==> src/sv/sctt_pkg.sv <==
// ----------------------------------------------------------------------------
// sctt_pkg
// Shared types and constants for the Taylor-series sine/cosine/tangent block.
// ----------------------------------------------------------------------------
package sctt_pkg;

  // field widths
  localparam int VAL_W   = 40;
  localparam int ANG_W   = 32;
  localparam int TOL_W   = 31;
  localparam int OP_W    = 2;
  localparam int CNT_W   = 11;
  localparam int CFG_W   = 10;
  localparam int CHUNK_W = 16;

  localparam logic [CFG_W-1:0] CFG_RESET = 10'd1000;

  // operation codes
  localparam logic [OP_W-1:0] OP_SIN  = 2'd0;
  localparam logic [OP_W-1:0] OP_COS  = 2'd1;
  localparam logic [OP_W-1:0] OP_TAN  = 2'd2;
  localparam logic [OP_W-1:0] OP_NONE = 2'd3;

  // multiplier operand source
  localparam logic MSRC_MAG = 1'b0;
  localparam logic MSRC_QUO = 1'b1;

  // divider operand source
  localparam logic [1:0] DSRC_D1  = 2'd0;
  localparam logic [1:0] DSRC_D2  = 2'd1;
  localparam logic [1:0] DSRC_TAN = 2'd2;

  typedef enum logic [3:0] {
    S_IDLE, S_INIT, S_M1L, S_M1R, S_D1L, S_D1R, S_M2L, S_M2R,
    S_D2L, S_D2R, S_UPD, S_TDL, S_TDR, S_DONE
  } state_t;

  // controller to datapath
  typedef struct packed {
    logic       load;
    logic       init;
    logic       cos_sel;
    logic       save_sin;
    logic       mul_load;
    logic       mul_src;
    logic       mul_run;
    logic       div_load;
    logic [1:0] div_src;
    logic       div_run;
    logic       update;
    logic       out_load;
  } cmd_t;

  // datapath to controller
  typedef struct packed {
    logic [OP_W-1:0] op;
    logic            mul_done;
    logic            div_done;
    logic            stop;
    logic            at_limit;
  } stat_t;

endpackage

==> src/sv/sctt_ctrl.sv <==
// ----------------------------------------------------------------------------
// sctt_ctrl
// Sequencer: steps each series term through multiply, divide, multiply,
// divide and update, runs the second series and the quotient for tangent.
// ----------------------------------------------------------------------------
module sctt_ctrl import sctt_pkg::*; (
  input  logic  clk,
  input  logic  rst,
  input  logic  in_valid,
  output logic  in_ready,
  output logic  out_valid,
  input  logic  out_ready,
  input  stat_t stat,
  output cmd_t  cmd
);

  state_t state, state_next;
  logic   cos_phase;
  logic   series_end;

  assign series_end = stat.stop || stat.at_limit;

  // state register, tangent phase, output valid
  always_ff @(posedge clk) begin
    if (rst) begin
      state     <= S_IDLE;
      cos_phase <= 1'b0;
      out_valid <= 1'b0;
    end else begin
      state <= state_next;
      if (cmd.load) begin
        cos_phase <= 1'b0;
      end else if (cmd.save_sin) begin
        cos_phase <= 1'b1;
      end
      if (cmd.out_load) begin
        out_valid <= 1'b1;
      end else if (out_ready) begin
        out_valid <= 1'b0;
      end
    end
  end

  // next state
  always_comb begin
    state_next = state;
    unique case (state)
      S_IDLE: if (in_valid) state_next = S_INIT;
      S_INIT: state_next = (stat.op == OP_NONE) ? S_DONE : S_M1L;
      S_M1L:  state_next = S_M1R;
      S_M1R:  if (stat.mul_done) state_next = S_D1L;
      S_D1L:  state_next = S_D1R;
      S_D1R:  if (stat.div_done) state_next = S_M2L;
      S_M2L:  state_next = S_M2R;
      S_M2R:  if (stat.mul_done) state_next = S_D2L;
      S_D2L:  state_next = S_D2R;
      S_D2R:  if (stat.div_done) state_next = S_UPD;
      S_UPD: begin
        if (!series_end) begin
          state_next = S_M1L;
        end else if (stat.op == OP_TAN && !cos_phase) begin
          state_next = S_INIT;
        end else if (stat.op == OP_TAN) begin
          state_next = S_TDL;
        end else begin
          state_next = S_DONE;
        end
      end
      S_TDL:  state_next = S_TDR;
      S_TDR:  if (stat.div_done) state_next = S_DONE;
      S_DONE: if (!out_valid || out_ready) state_next = S_IDLE;
      default: state_next = S_IDLE;
    endcase
  end

  // commands
  always_comb begin
    cmd         = '0;
    cmd.cos_sel = (stat.op == OP_COS) || cos_phase;
    in_ready    = 1'b0;
    unique case (state)
      S_IDLE: begin
        in_ready = 1'b1;
        cmd.load = in_valid;
      end
      S_INIT: cmd.init = (stat.op != OP_NONE);
      S_M1L: begin
        cmd.mul_load = 1'b1;
        cmd.mul_src  = MSRC_MAG;
      end
      S_M2L: begin
        cmd.mul_load = 1'b1;
        cmd.mul_src  = MSRC_QUO;
      end
      S_M1R, S_M2R: cmd.mul_run = 1'b1;
      S_D1L: begin
        cmd.div_load = 1'b1;
        cmd.div_src  = DSRC_D1;
      end
      S_D2L: begin
        cmd.div_load = 1'b1;
        cmd.div_src  = DSRC_D2;
      end
      S_TDL: begin
        cmd.div_load = 1'b1;
        cmd.div_src  = DSRC_TAN;
      end
      S_D1R, S_D2R, S_TDR: cmd.div_run = 1'b1;
      S_UPD: begin
        cmd.update   = 1'b1;
        cmd.save_sin = series_end && (stat.op == OP_TAN) && !cos_phase;
      end
      S_DONE: cmd.out_load = !out_valid || out_ready;
      default: cmd = '0;
    endcase
  end

endmodule

==> src/sv/sctt_dp.sv <==
// ----------------------------------------------------------------------------
// sctt_dp
// Datapath: term magnitude, running sum, chunked multiplier, two-bit-per-cycle
// restoring divider, tangent quotient and the result register.
// ----------------------------------------------------------------------------
module sctt_dp import sctt_pkg::*; #(
  parameter int FRAC_BITS      = 28,
  parameter int MAX_TERM_LIMIT = 1023
) (
  input  logic                    clk,
  input  cmd_t                    cmd,
  output stat_t                   stat,
  input  logic [OP_W-1:0]         operation,
  input  logic signed [ANG_W-1:0] angle,
  input  logic [TOL_W-1:0]        tolerance,
  input  logic [CFG_W-1:0]        limit_cfg,
  output logic signed [VAL_W-1:0] value,
  output logic [CNT_W-1:0]        term_count,
  output logic                    saturated,
  output logic                    limit_reached
);

  localparam int W1W      = VAL_W + ANG_W - FRAC_BITS;
  localparam int MCW      = (W1W > VAL_W) ? W1W : VAL_W;
  localparam int NCH      = (MCW + CHUNK_W - 1) / CHUNK_W;
  localparam int MCP      = NCH * CHUNK_W;
  localparam int ACW      = MCP + ANG_W;
  localparam int SHW      = ACW - FRAC_BITS;
  localparam int SDW      = (SHW < 64) ? SHW : 64;
  localparam int SER_BITS = SDW + (SDW % 2);
  localparam int TNW      = VAL_W + FRAC_BITS;
  localparam int TAN_BITS = TNW + (TNW % 2);
  localparam int DVW      = (SER_BITS > TAN_BITS) ? SER_BITS : TAN_BITS;
  localparam int DCW      = $clog2(DVW / 2 + 1);
  localparam int KW       = $clog2(MAX_TERM_LIMIT + 2);
  localparam int DW       = KW + 1;
  localparam int LW       = (KW > CFG_W) ? KW : CFG_W;
  localparam int MNW      = $clog2(NCH);
  localparam logic [VAL_W-1:0] VMAX = {1'b0, {(VAL_W-1){1'b1}}};
  localparam logic [VAL_W:0]   SMAX = {2'b00, {(VAL_W-1){1'b1}}};
  localparam logic [VAL_W:0]   SMIN = {2'b11, {(VAL_W-1){1'b0}}};
  localparam logic [VAL_W-1:0] TINT = VMAX >> FRAC_BITS;
  localparam bit               ONE_FITS = FRAC_BITS < VAL_W - 1;
  localparam logic [VAL_W-1:0] ONE_V = ONE_FITS ? (VAL_W'(1) << FRAC_BITS) : VMAX;
  localparam logic [DCW-1:0]   SER_LAST = DCW'(SER_BITS / 2 - 1);
  localparam logic [DCW-1:0]   TAN_LAST = DCW'(TAN_BITS / 2 - 1);

  // item registers
  logic [OP_W-1:0]         op;
  logic [ANG_W-1:0]        ax;
  logic signed [ANG_W-1:0] x;
  logic [TOL_W-1:0]        tol;
  logic [KW-1:0]           lim_eff;
  // series registers
  logic [KW-1:0]           k;
  logic [KW-1:0]           cnt;
  logic [VAL_W-1:0]        mag;
  logic                    neg;
  logic signed [VAL_W-1:0] sum;
  logic signed [VAL_W-1:0] s_save;
  logic                    sat;
  logic                    lim;
  logic                    ovf2;
  // multiplier
  logic [MCP-1:0]          mcand;
  logic [ACW-1:0]          acc;
  logic [MNW-1:0]          mcnt;
  logic                    ovf;
  // divider
  logic [DVW-1:0]          dvd;
  logic [VAL_W-1:0]        dsr;
  logic [VAL_W-1:0]        rem;
  logic [DVW-1:0]          quo;
  logic [DCW-1:0]          dcnt;
  logic [DCW-1:0]          dlast;

  // effective limit, clamped to 1..MAX_TERM_LIMIT
  logic [LW-1:0] lim_ext;
  logic [KW-1:0] lim_clamp;
  always_comb begin
    lim_ext = LW'(limit_cfg);
    if (lim_ext == '0) begin
      lim_clamp = KW'(1);
    end else if (lim_ext > LW'(MAX_TERM_LIMIT)) begin
      lim_clamp = KW'(MAX_TERM_LIMIT);
    end else begin
      lim_clamp = KW'(lim_ext);
    end
  end

  // factorial factors for the current iteration
  logic [DW-1:0] kk, d1, d2;
  assign kk = {k, 1'b0};
  assign d1 = cmd.cos_sel ? kk - DW'(1) : kk;
  assign d2 = cmd.cos_sel ? kk : kk + DW'(1);

  // product scaled back, with overflow of the 64-bit intermediate
  logic [SHW-1:0] shifted;
  assign shifted = acc[ACW-1:FRAC_BITS];
  generate
    if (SHW > 64) begin : g_ovf
      assign ovf = |shifted[SHW-1:64];
    end else begin : g_novf
      assign ovf = 1'b0;
    end
  endgenerate

  // magnitudes for the tangent quotient
  logic [VAL_W-1:0] ua, ub;
  assign ua = s_save[VAL_W-1] ? VAL_W'(-s_save) : VAL_W'(s_save);
  assign ub = sum[VAL_W-1] ? VAL_W'(-sum) : VAL_W'(sum);

  // two restoring divide steps
  logic [VAL_W:0]   t1, t0;
  logic             q1, q0;
  logic [VAL_W-1:0] r1, r0;
  always_comb begin
    t1 = {rem, dvd[DVW-1]};
    q1 = t1 >= {1'b0, dsr};
    r1 = q1 ? VAL_W'(t1 - {1'b0, dsr}) : t1[VAL_W-1:0];
    t0 = {r1, dvd[DVW-2]};
    q0 = t0 >= {1'b0, dsr};
    r0 = q0 ? VAL_W'(t0 - {1'b0, dsr}) : t0[VAL_W-1:0];
  end

  // term update: new magnitude, sign flip, saturating sum
  logic             big;
  logic [VAL_W-1:0] mag_new;
  logic [VAL_W:0]   term, s41;
  logic [VAL_W-1:0] sum_new;
  logic             sum_clip;
  always_comb begin
    big     = |quo[DVW-1:VAL_W-1];
    mag_new = (ovf2 || big) ? VMAX : quo[VAL_W-1:0];
    term    = neg ? {1'b0, mag_new} : -{1'b0, mag_new};
    s41     = {sum[VAL_W-1], sum} + term;
    sum_clip = 1'b1;
    if ($signed(s41) > $signed(SMAX)) begin
      sum_new = SMAX[VAL_W-1:0];
    end else if ($signed(s41) < $signed(SMIN)) begin
      sum_new = SMIN[VAL_W-1:0];
    end else begin
      sum_new  = s41[VAL_W-1:0];
      sum_clip = 1'b0;
    end
  end

  // tangent result
  logic [TNW-1:0]   qf;
  logic             qsat, czero;
  logic [VAL_W-1:0] qv, tval;
  always_comb begin
    qf    = quo[TNW-1:0];
    qsat  = qf[TNW-1:FRAC_BITS] > TINT;
    qv    = qsat ? VMAX : qf[VAL_W-1:0];
    czero = (sum == '0);
    if (czero) begin
      tval = s_save[VAL_W-1] ? -VMAX : VMAX;
    end else begin
      tval = (s_save[VAL_W-1] ^ sum[VAL_W-1]) ? -qv : qv;
    end
  end

  // status
  always_comb begin
    stat.op       = op;
    stat.mul_done = (mcnt == MNW'(NCH - 1));
    stat.div_done = (dcnt == dlast);
    stat.stop     = mag_new <= VAL_W'(tol);
    stat.at_limit = (k == lim_eff);
  end

  // item and series registers
  always_ff @(posedge clk) begin
    if (cmd.load) begin
      op      <= operation;
      x       <= angle;
      ax      <= angle[ANG_W-1] ? ANG_W'(-angle) : ANG_W'(angle);
      tol     <= tolerance;
      lim_eff <= lim_clamp;
      sat     <= 1'b0;
      lim     <= 1'b0;
      cnt     <= '0;
    end
    if (cmd.init) begin
      k <= KW'(1);
      if (cmd.cos_sel) begin
        mag <= ONE_V;
        sum <= ONE_V;
        neg <= 1'b0;
        if (!ONE_FITS) sat <= 1'b1;
      end else begin
        mag <= VAL_W'(ax);
        sum <= VAL_W'(x);
        neg <= x[ANG_W-1];
      end
    end
    if (cmd.update) begin
      mag <= mag_new;
      neg <= !neg;
      sum <= sum_new;
      k   <= k + KW'(1);
      if (ovf2 || big || sum_clip) sat <= 1'b1;
      if (stat.stop) begin
        cnt <= k;
      end else if (stat.at_limit) begin
        cnt <= lim_eff + KW'(1);
        lim <= 1'b1;
      end
    end
    if (cmd.save_sin) s_save <= sum_new;
  end

  // chunked multiplier, most significant chunk first
  always_ff @(posedge clk) begin
    if (cmd.mul_load) begin
      mcand <= (cmd.mul_src == MSRC_QUO) ? MCP'(quo[W1W-1:0]) : MCP'(mag);
      acc   <= '0;
      mcnt  <= '0;
    end else if (cmd.mul_run) begin
      acc   <= (acc << CHUNK_W) + ACW'(mcand[MCP-1 -: CHUNK_W] * ax);
      mcand <= mcand << CHUNK_W;
      mcnt  <= mcnt + MNW'(1);
    end
  end

  // divider
  always_ff @(posedge clk) begin
    if (cmd.div_load) begin
      rem  <= '0;
      quo  <= '0;
      dcnt <= '0;
      case (cmd.div_src)
        DSRC_TAN: begin
          dvd   <= DVW'({ua, {FRAC_BITS{1'b0}}}) << (DVW - TAN_BITS);
          dsr   <= ub;
          dlast <= TAN_LAST;
        end
        DSRC_D2: begin
          dvd   <= DVW'(shifted[SDW-1:0]) << (DVW - SER_BITS);
          dsr   <= VAL_W'(d2);
          dlast <= SER_LAST;
          ovf2  <= ovf;
        end
        default: begin
          dvd   <= DVW'(shifted[SDW-1:0]) << (DVW - SER_BITS);
          dsr   <= VAL_W'(d1);
          dlast <= SER_LAST;
        end
      endcase
    end else if (cmd.div_run) begin
      rem  <= r0;
      dvd  <= dvd << 2;
      quo  <= {quo[DVW-3:0], q1, q0};
      dcnt <= dcnt + DCW'(1);
    end
  end

  // result register
  always_ff @(posedge clk) begin
    if (cmd.out_load) begin
      term_count    <= CNT_W'(cnt);
      limit_reached <= lim;
      case (op)
        OP_SIN, OP_COS: begin
          value     <= sum;
          saturated <= sat;
        end
        OP_TAN: begin
          value     <= tval;
          saturated <= sat || czero || qsat;
        end
        default: begin
          value     <= '0;
          saturated <= 1'b0;
        end
      endcase
    end
  end

endmodule

==> src/sv/sin_cos_tan_taylor_series.sv <==
// ----------------------------------------------------------------------------
// sin_cos_tan_taylor_series
// Fixed-point sine, cosine and tangent by Taylor series, one term at a time.
// ----------------------------------------------------------------------------
// Usage:
//   Input channel (in_valid/in_ready) takes operation, angle (Q4.28) and
//   tolerance; one request gives one result on the output channel
//   (out_valid/out_ready): value (Q12.28), term_count and two flags.
//   cfg_valid/cfg_ready writes term_limit; it is always ready. The user must
//   write it only while no request is in flight; the block does not check.
// Operation: every series term runs two chunked multiplies (16 x 32 bits
//   per cycle) and two restoring divides (2 quotient bits per cycle);
//   tangent adds the cosine series and a divide for its quotient. One
//   request is worked on at a time; in_ready is high only while the
//   sequencer is idle.
// Reset: sequencer idles, output empty, term_limit returns to 1000.
// Stall: the result waits in the output register; the next request can be
//   accepted meanwhile and its result waits for the register to drain.
// ----------------------------------------------------------------------------
module sin_cos_tan_taylor_series import sctt_pkg::*; #(
  parameter int FRAC_BITS      = 28,
  parameter int MAX_TERM_LIMIT = 1023
) (
  input  logic                    clk,
  input  logic                    rst,
  input  logic                    cfg_valid,
  output logic                    cfg_ready,
  input  logic [CFG_W-1:0]        term_limit,
  input  logic                    in_valid,
  output logic                    in_ready,
  input  logic [OP_W-1:0]         operation,
  input  logic signed [ANG_W-1:0] angle,
  input  logic [TOL_W-1:0]        tolerance,
  output logic                    out_valid,
  input  logic                    out_ready,
  output logic signed [VAL_W-1:0] value,
  output logic [CNT_W-1:0]        term_count,
  output logic                    saturated,
  output logic                    limit_reached
);

  cmd_t             cmd;
  stat_t            stat;
  logic [CFG_W-1:0] limit_cfg;

  // configuration register
  assign cfg_ready = 1'b1;
  always_ff @(posedge clk) begin
    if (rst) begin
      limit_cfg <= CFG_RESET;
    end else if (cfg_valid) begin
      limit_cfg <= term_limit;
    end
  end

  sctt_ctrl u_ctrl (
    .clk       (clk),
    .rst       (rst),
    .in_valid  (in_valid),
    .in_ready  (in_ready),
    .out_valid (out_valid),
    .out_ready (out_ready),
    .stat      (stat),
    .cmd       (cmd)
  );

  sctt_dp #(
    .FRAC_BITS      (FRAC_BITS),
    .MAX_TERM_LIMIT (MAX_TERM_LIMIT)
  ) u_dp (
    .clk           (clk),
    .cmd           (cmd),
    .stat          (stat),
    .operation     (operation),
    .angle         (angle),
    .tolerance     (tolerance),
    .limit_cfg     (limit_cfg),
    .value         (value),
    .term_count    (term_count),
    .saturated     (saturated),
    .limit_reached (limit_reached)
  );

  // a request occupies the sequencer
  a_busy_after_accept: assert property (@(posedge clk) disable iff (rst)
    in_valid && in_ready |=> !in_ready)
    else $error("input accepted twice in a row");

  // stopping on the limit always reports a nonzero count
  a_limit_count: assert property (@(posedge clk) disable iff (rst)
    out_valid && limit_reached |-> term_count != '0)
    else $error("limit reached with zero term count");

  // a zero count only comes from the unused code, which raises no flag
  a_zero_count: assert property (@(posedge clk) disable iff (rst)
    out_valid && term_count == '0 |-> !saturated && !limit_reached)
    else $error("flags set on an unused operation");

endmodule
==> config.mk <==
export PLATFORM = sky130hd
export DESIGN_NAME = sin_cos_tan_taylor_series
export DESIGN_NICKNAME = d
export VERILOG_FILES = /design/src/sv/sctt_pkg.sv /design/src/sv/sctt_ctrl.sv /design/src/sv/sctt_dp.sv /design/src/sv/sin_cos_tan_taylor_series.sv
export SDC_FILE = /design/constraint.sdc
export NUM_CORES = 2
export LEC_CHECK = 0
export ABC_AREA = 0
export BUFFER_PORTS_ARGS = -buffer_cell sky130_fd_sc_hd__buf_2
export CAP_MARGIN = 30
export CORE_ASPECT_RATIO = 2
export CORE_MARGIN = 2
export CORE_UTILIZATION = 65
export DETAILED_ROUTE_END_ITERATION = 6
export PLACE_DENSITY = 0.82
export SLEW_MARGIN = 20
export SYNTH_ARGS = -nofsm -noshare
export SYNTH_HDL_FRONTEND = slang
export SYNTH_HIERARCHICAL = 1
export SYNTH_SLANG_ARGS = --single-unit
==> constraint.sdc <==
create_clock -name clk -period 21.3 [get_ports clk]
set_input_delay 4.26 -clock clk [delete_from_list [all_inputs] [get_ports clk]]
set_output_delay 4.26 -clock clk [all_outputs]
set_load 0.02 [all_outputs]
==> run summary <==
final WL = 219000 um
worst min path class = flip-flop to flip-flop
crit-path max cell delay = 0.81 ns
number of synthesized register bits = 658
Cells after Synth = 6180
final period utilization = 38.4%
Final Setup Violations = 0
DR pass1 iterations = 7
clk_lat worst skew = 0.72 ns
root buf cell = clkbuf_16
GP Congestion = 1.14
Final WS setup = 13.13 ns
Max transition margin = 19.4%
failing checks = DRC
crit-path max FO = 17
final setup TNS = 0 ns
I/O Pins = 136
htree depth = 2
gr ovfl total = 0
total track usage = 49.7%
Post-synth EDFFs = 433
Fin Clk Skew = 0.0561 ns
final routed DRC violation total = 13
WL/cell = 29.8 um
Async SR Flop Fraction = 0%
Detailed Route Iter0 Violations = 5374
Final Hold Viols = 0
Via Count = 49000
nets = 6967
core area = 0.0867 mm2
Fmax achieved = 122 MHz
minimum clock period after layout = 8.17 ns
crit end category = flip-flop
number of cell rows = 153
Placed Cells incl. Taps = 7218
initial antenna violation count = 17
Synth Warn # = 6
syn_nets = 7019
status = complete, but fails checks
vias in the first global route = 50300
die extent in x = 213 um
post-synth top area cell = edfxtp_1
Max Cap Violations = 0
crit path DAT = 8.78 ns
top post-synthesis cells by area = edfxtp_1, fa_1, dfxtp_1
clk buf depth = 3
Required @ worst endpoint = 21.91 ns
Setup CP Type = flip-flop to flip-flop
largest net degree at the start of global routing = 87
Final Non-Filler Cells = 7353
Final Max Tran Viols = 0
die area = 0.0899 mm2
FF/Latch Area = 0.0175 mm2
clock tree from TritonCTS = done
CP max-delay cell = edfxtp_1
global-route wire length before repair = 321000 um
Multi-input gate area = 0.0355 mm2
Primary FF master, synth = edfxtp_1
CTS Hold Bufs = 0
ANT nets after route = 0
Synth-to-Final Area Change = 6.81%
crit path buf inv count = 5
CTS Buf Count = 60
post-synth top area share = 22.9%
cell mode on critical path = fa_1
Syn Area/Cell = 9.19 um2
Initial Util = 65.5%
CP cell instances = buf_4 > nand2_1 > fa_1 > fa_1 > inv_1 > fa_1 > inv_1 > fa_1 > fa_1 > inv_1 > fa_1 > ha_1 > a21oi_1 > o211ai_1 > a221oi_1 > a2111oi_0 > o21ai_1 > o32ai_1 > a221oi_1 > buf_4 > nor3b_1 > xnor2_1 > a211oi_1
die height = 422 um
Worst setup SP type = flip-flop
setup bufs post-CTS = 0
hpwl dp = 162000 um
vias per cell = 6.67
Fillers = 6915
clk slew on worst S/H paths = 0.07 ns
PortBufs = 134
mapped cell area = 0.0568 mm2
setup slack at placement = 13.42 ns
register area share after synthesis = 30.8%
top cells by count, synth = inv_1, nand2_1, nor2_1
count leader, synth = inv_1
RSZ-0062 raised after global routing = false
TritonCTS Sinks = 658
layout cells sized above 1 = 7.67%
post_cts resized = 0
Yosys cell types = 95
Worst Max-Slew Pin Slew = 1.18 ns
Crit path max-delay family = adder cells
-- sequential cells by signal, indices dropped and copies added (netlist names), 40 cells and up --
signal	cells
u_dp/qf	68
u_dp/dvd	52
u_dp/rem	40
u_dp/value	40
u_dp/mag	40
u_dp/acc	80
u_dp/mcand	48
u_dp/sum	40
u_dp/dsr	40
u_dp/s_save	40
-- final cells by class --
| class | instances | share of cell area [%] |
|---|---|---|
| Multi-Input combinational cell | 4481 | 58.6 |
| Sequential cell | 658 | 28.9 |
| Inverter | 692 | 4.28 |
| Clock buffer | 82 | 2.85 |
| Timing Repair Buffer | 235 | 2.50 |
| Tap cell | 1162 | 2.40 |
| Clock inverter | 32 | 0.512 |
| Antenna cell | 11 | 0.0454 |
-- per-layer routing --
metal,track usage (%),share of wire (%)
met3,13.2,9.2
met1,48.2,29
met5,0.556,0.016
met4,55.4,15
met2,80.2,47
-- stage by stage --
| step | instance area (um2) | utilization, % | hold WS (ns) |
|---|---|---|---|
| after floorplan | 56800 | - | 0.408 |
| after global placement | 58400 | 67.3 | 0.421 |
| after detailed placement | 58400 | 67.4 | 0.426 |
| after CTS | 60500 | 69.7 | 0.440 |
| after global routing | 60600 | 69.9 | 0.445 |
| final | 60700 | 69.9 | 0.442 |
-- cells by family (layout without fill, tap and decap cells) --
logic type / Yosys count / after routing / synth area share (%)
flops: 658 / 658 / 30.8
xor+xnor: 362 / 362 / 5.58
other cells: 2 / 13 / 0.0132
fa+ha+maj: 794 / 794 / 23.3
buf+inv: 1041 / 1041 / 6.98
mux: 204 / 204 / 3.71
compound gates: 1226 / 1226 / 13.7
simple gates: 1893 / 1893 / 15.9
-- worst paths after layout --
check            startpoint  slack, ns  cells after the start                  to
max reg2reg  u_dp/mcand[45]      13.13                     23        u_dp/acc[68]
min reg2reg     u_dp/cnt[5]       0.44                      0  u_dp/term_count[5]
min             u_dp/cnt[5]       0.44                      0  u_dp/term_count[5]
max          u_dp/mcand[45]      13.13                     23        u_dp/acc[68]
-- cell usage in the layout, fill, tap and decap left out, types with 46 or more instances in the layout --
cell type | Yosys | routed
inv_1 | 690 | 688
nand2_1 | 673 | 673
nor2_1 | 478 | 472
fa_1 | 453 | 453
edfxtp_1 | 433 | 433
a21oi_1 | 322 | 321
o21ai_0 | 307 | 306
ha_1 | 306 | 305
xnor2_1 | 230 | 227
dfxtp_1 | 225 | 225
and2_1 | 177 | 176
mux2i_1 | 156 | 155
buf_2 | 15 | 138
xor2_1 | 132 | 131
a21o_1 | 113 | 113
buf_4 | 3 | 90
nor3_1 | 86 | 84
nand3_1 | 73 | 73
a211oi_1 | 70 | 69
nor2b_1 | 68 | 67
clkbuf_16 | 0 | 63
o31ai_1 | 47 | 47
or3_1 | 46 | 46
nand4_1 | 46 | 46
mux2_2 | 46 | 46
Power is left out: the tool's default activity adds up to more than one toggle a clock period on the data nets, which glitch-free logic cannot reach.
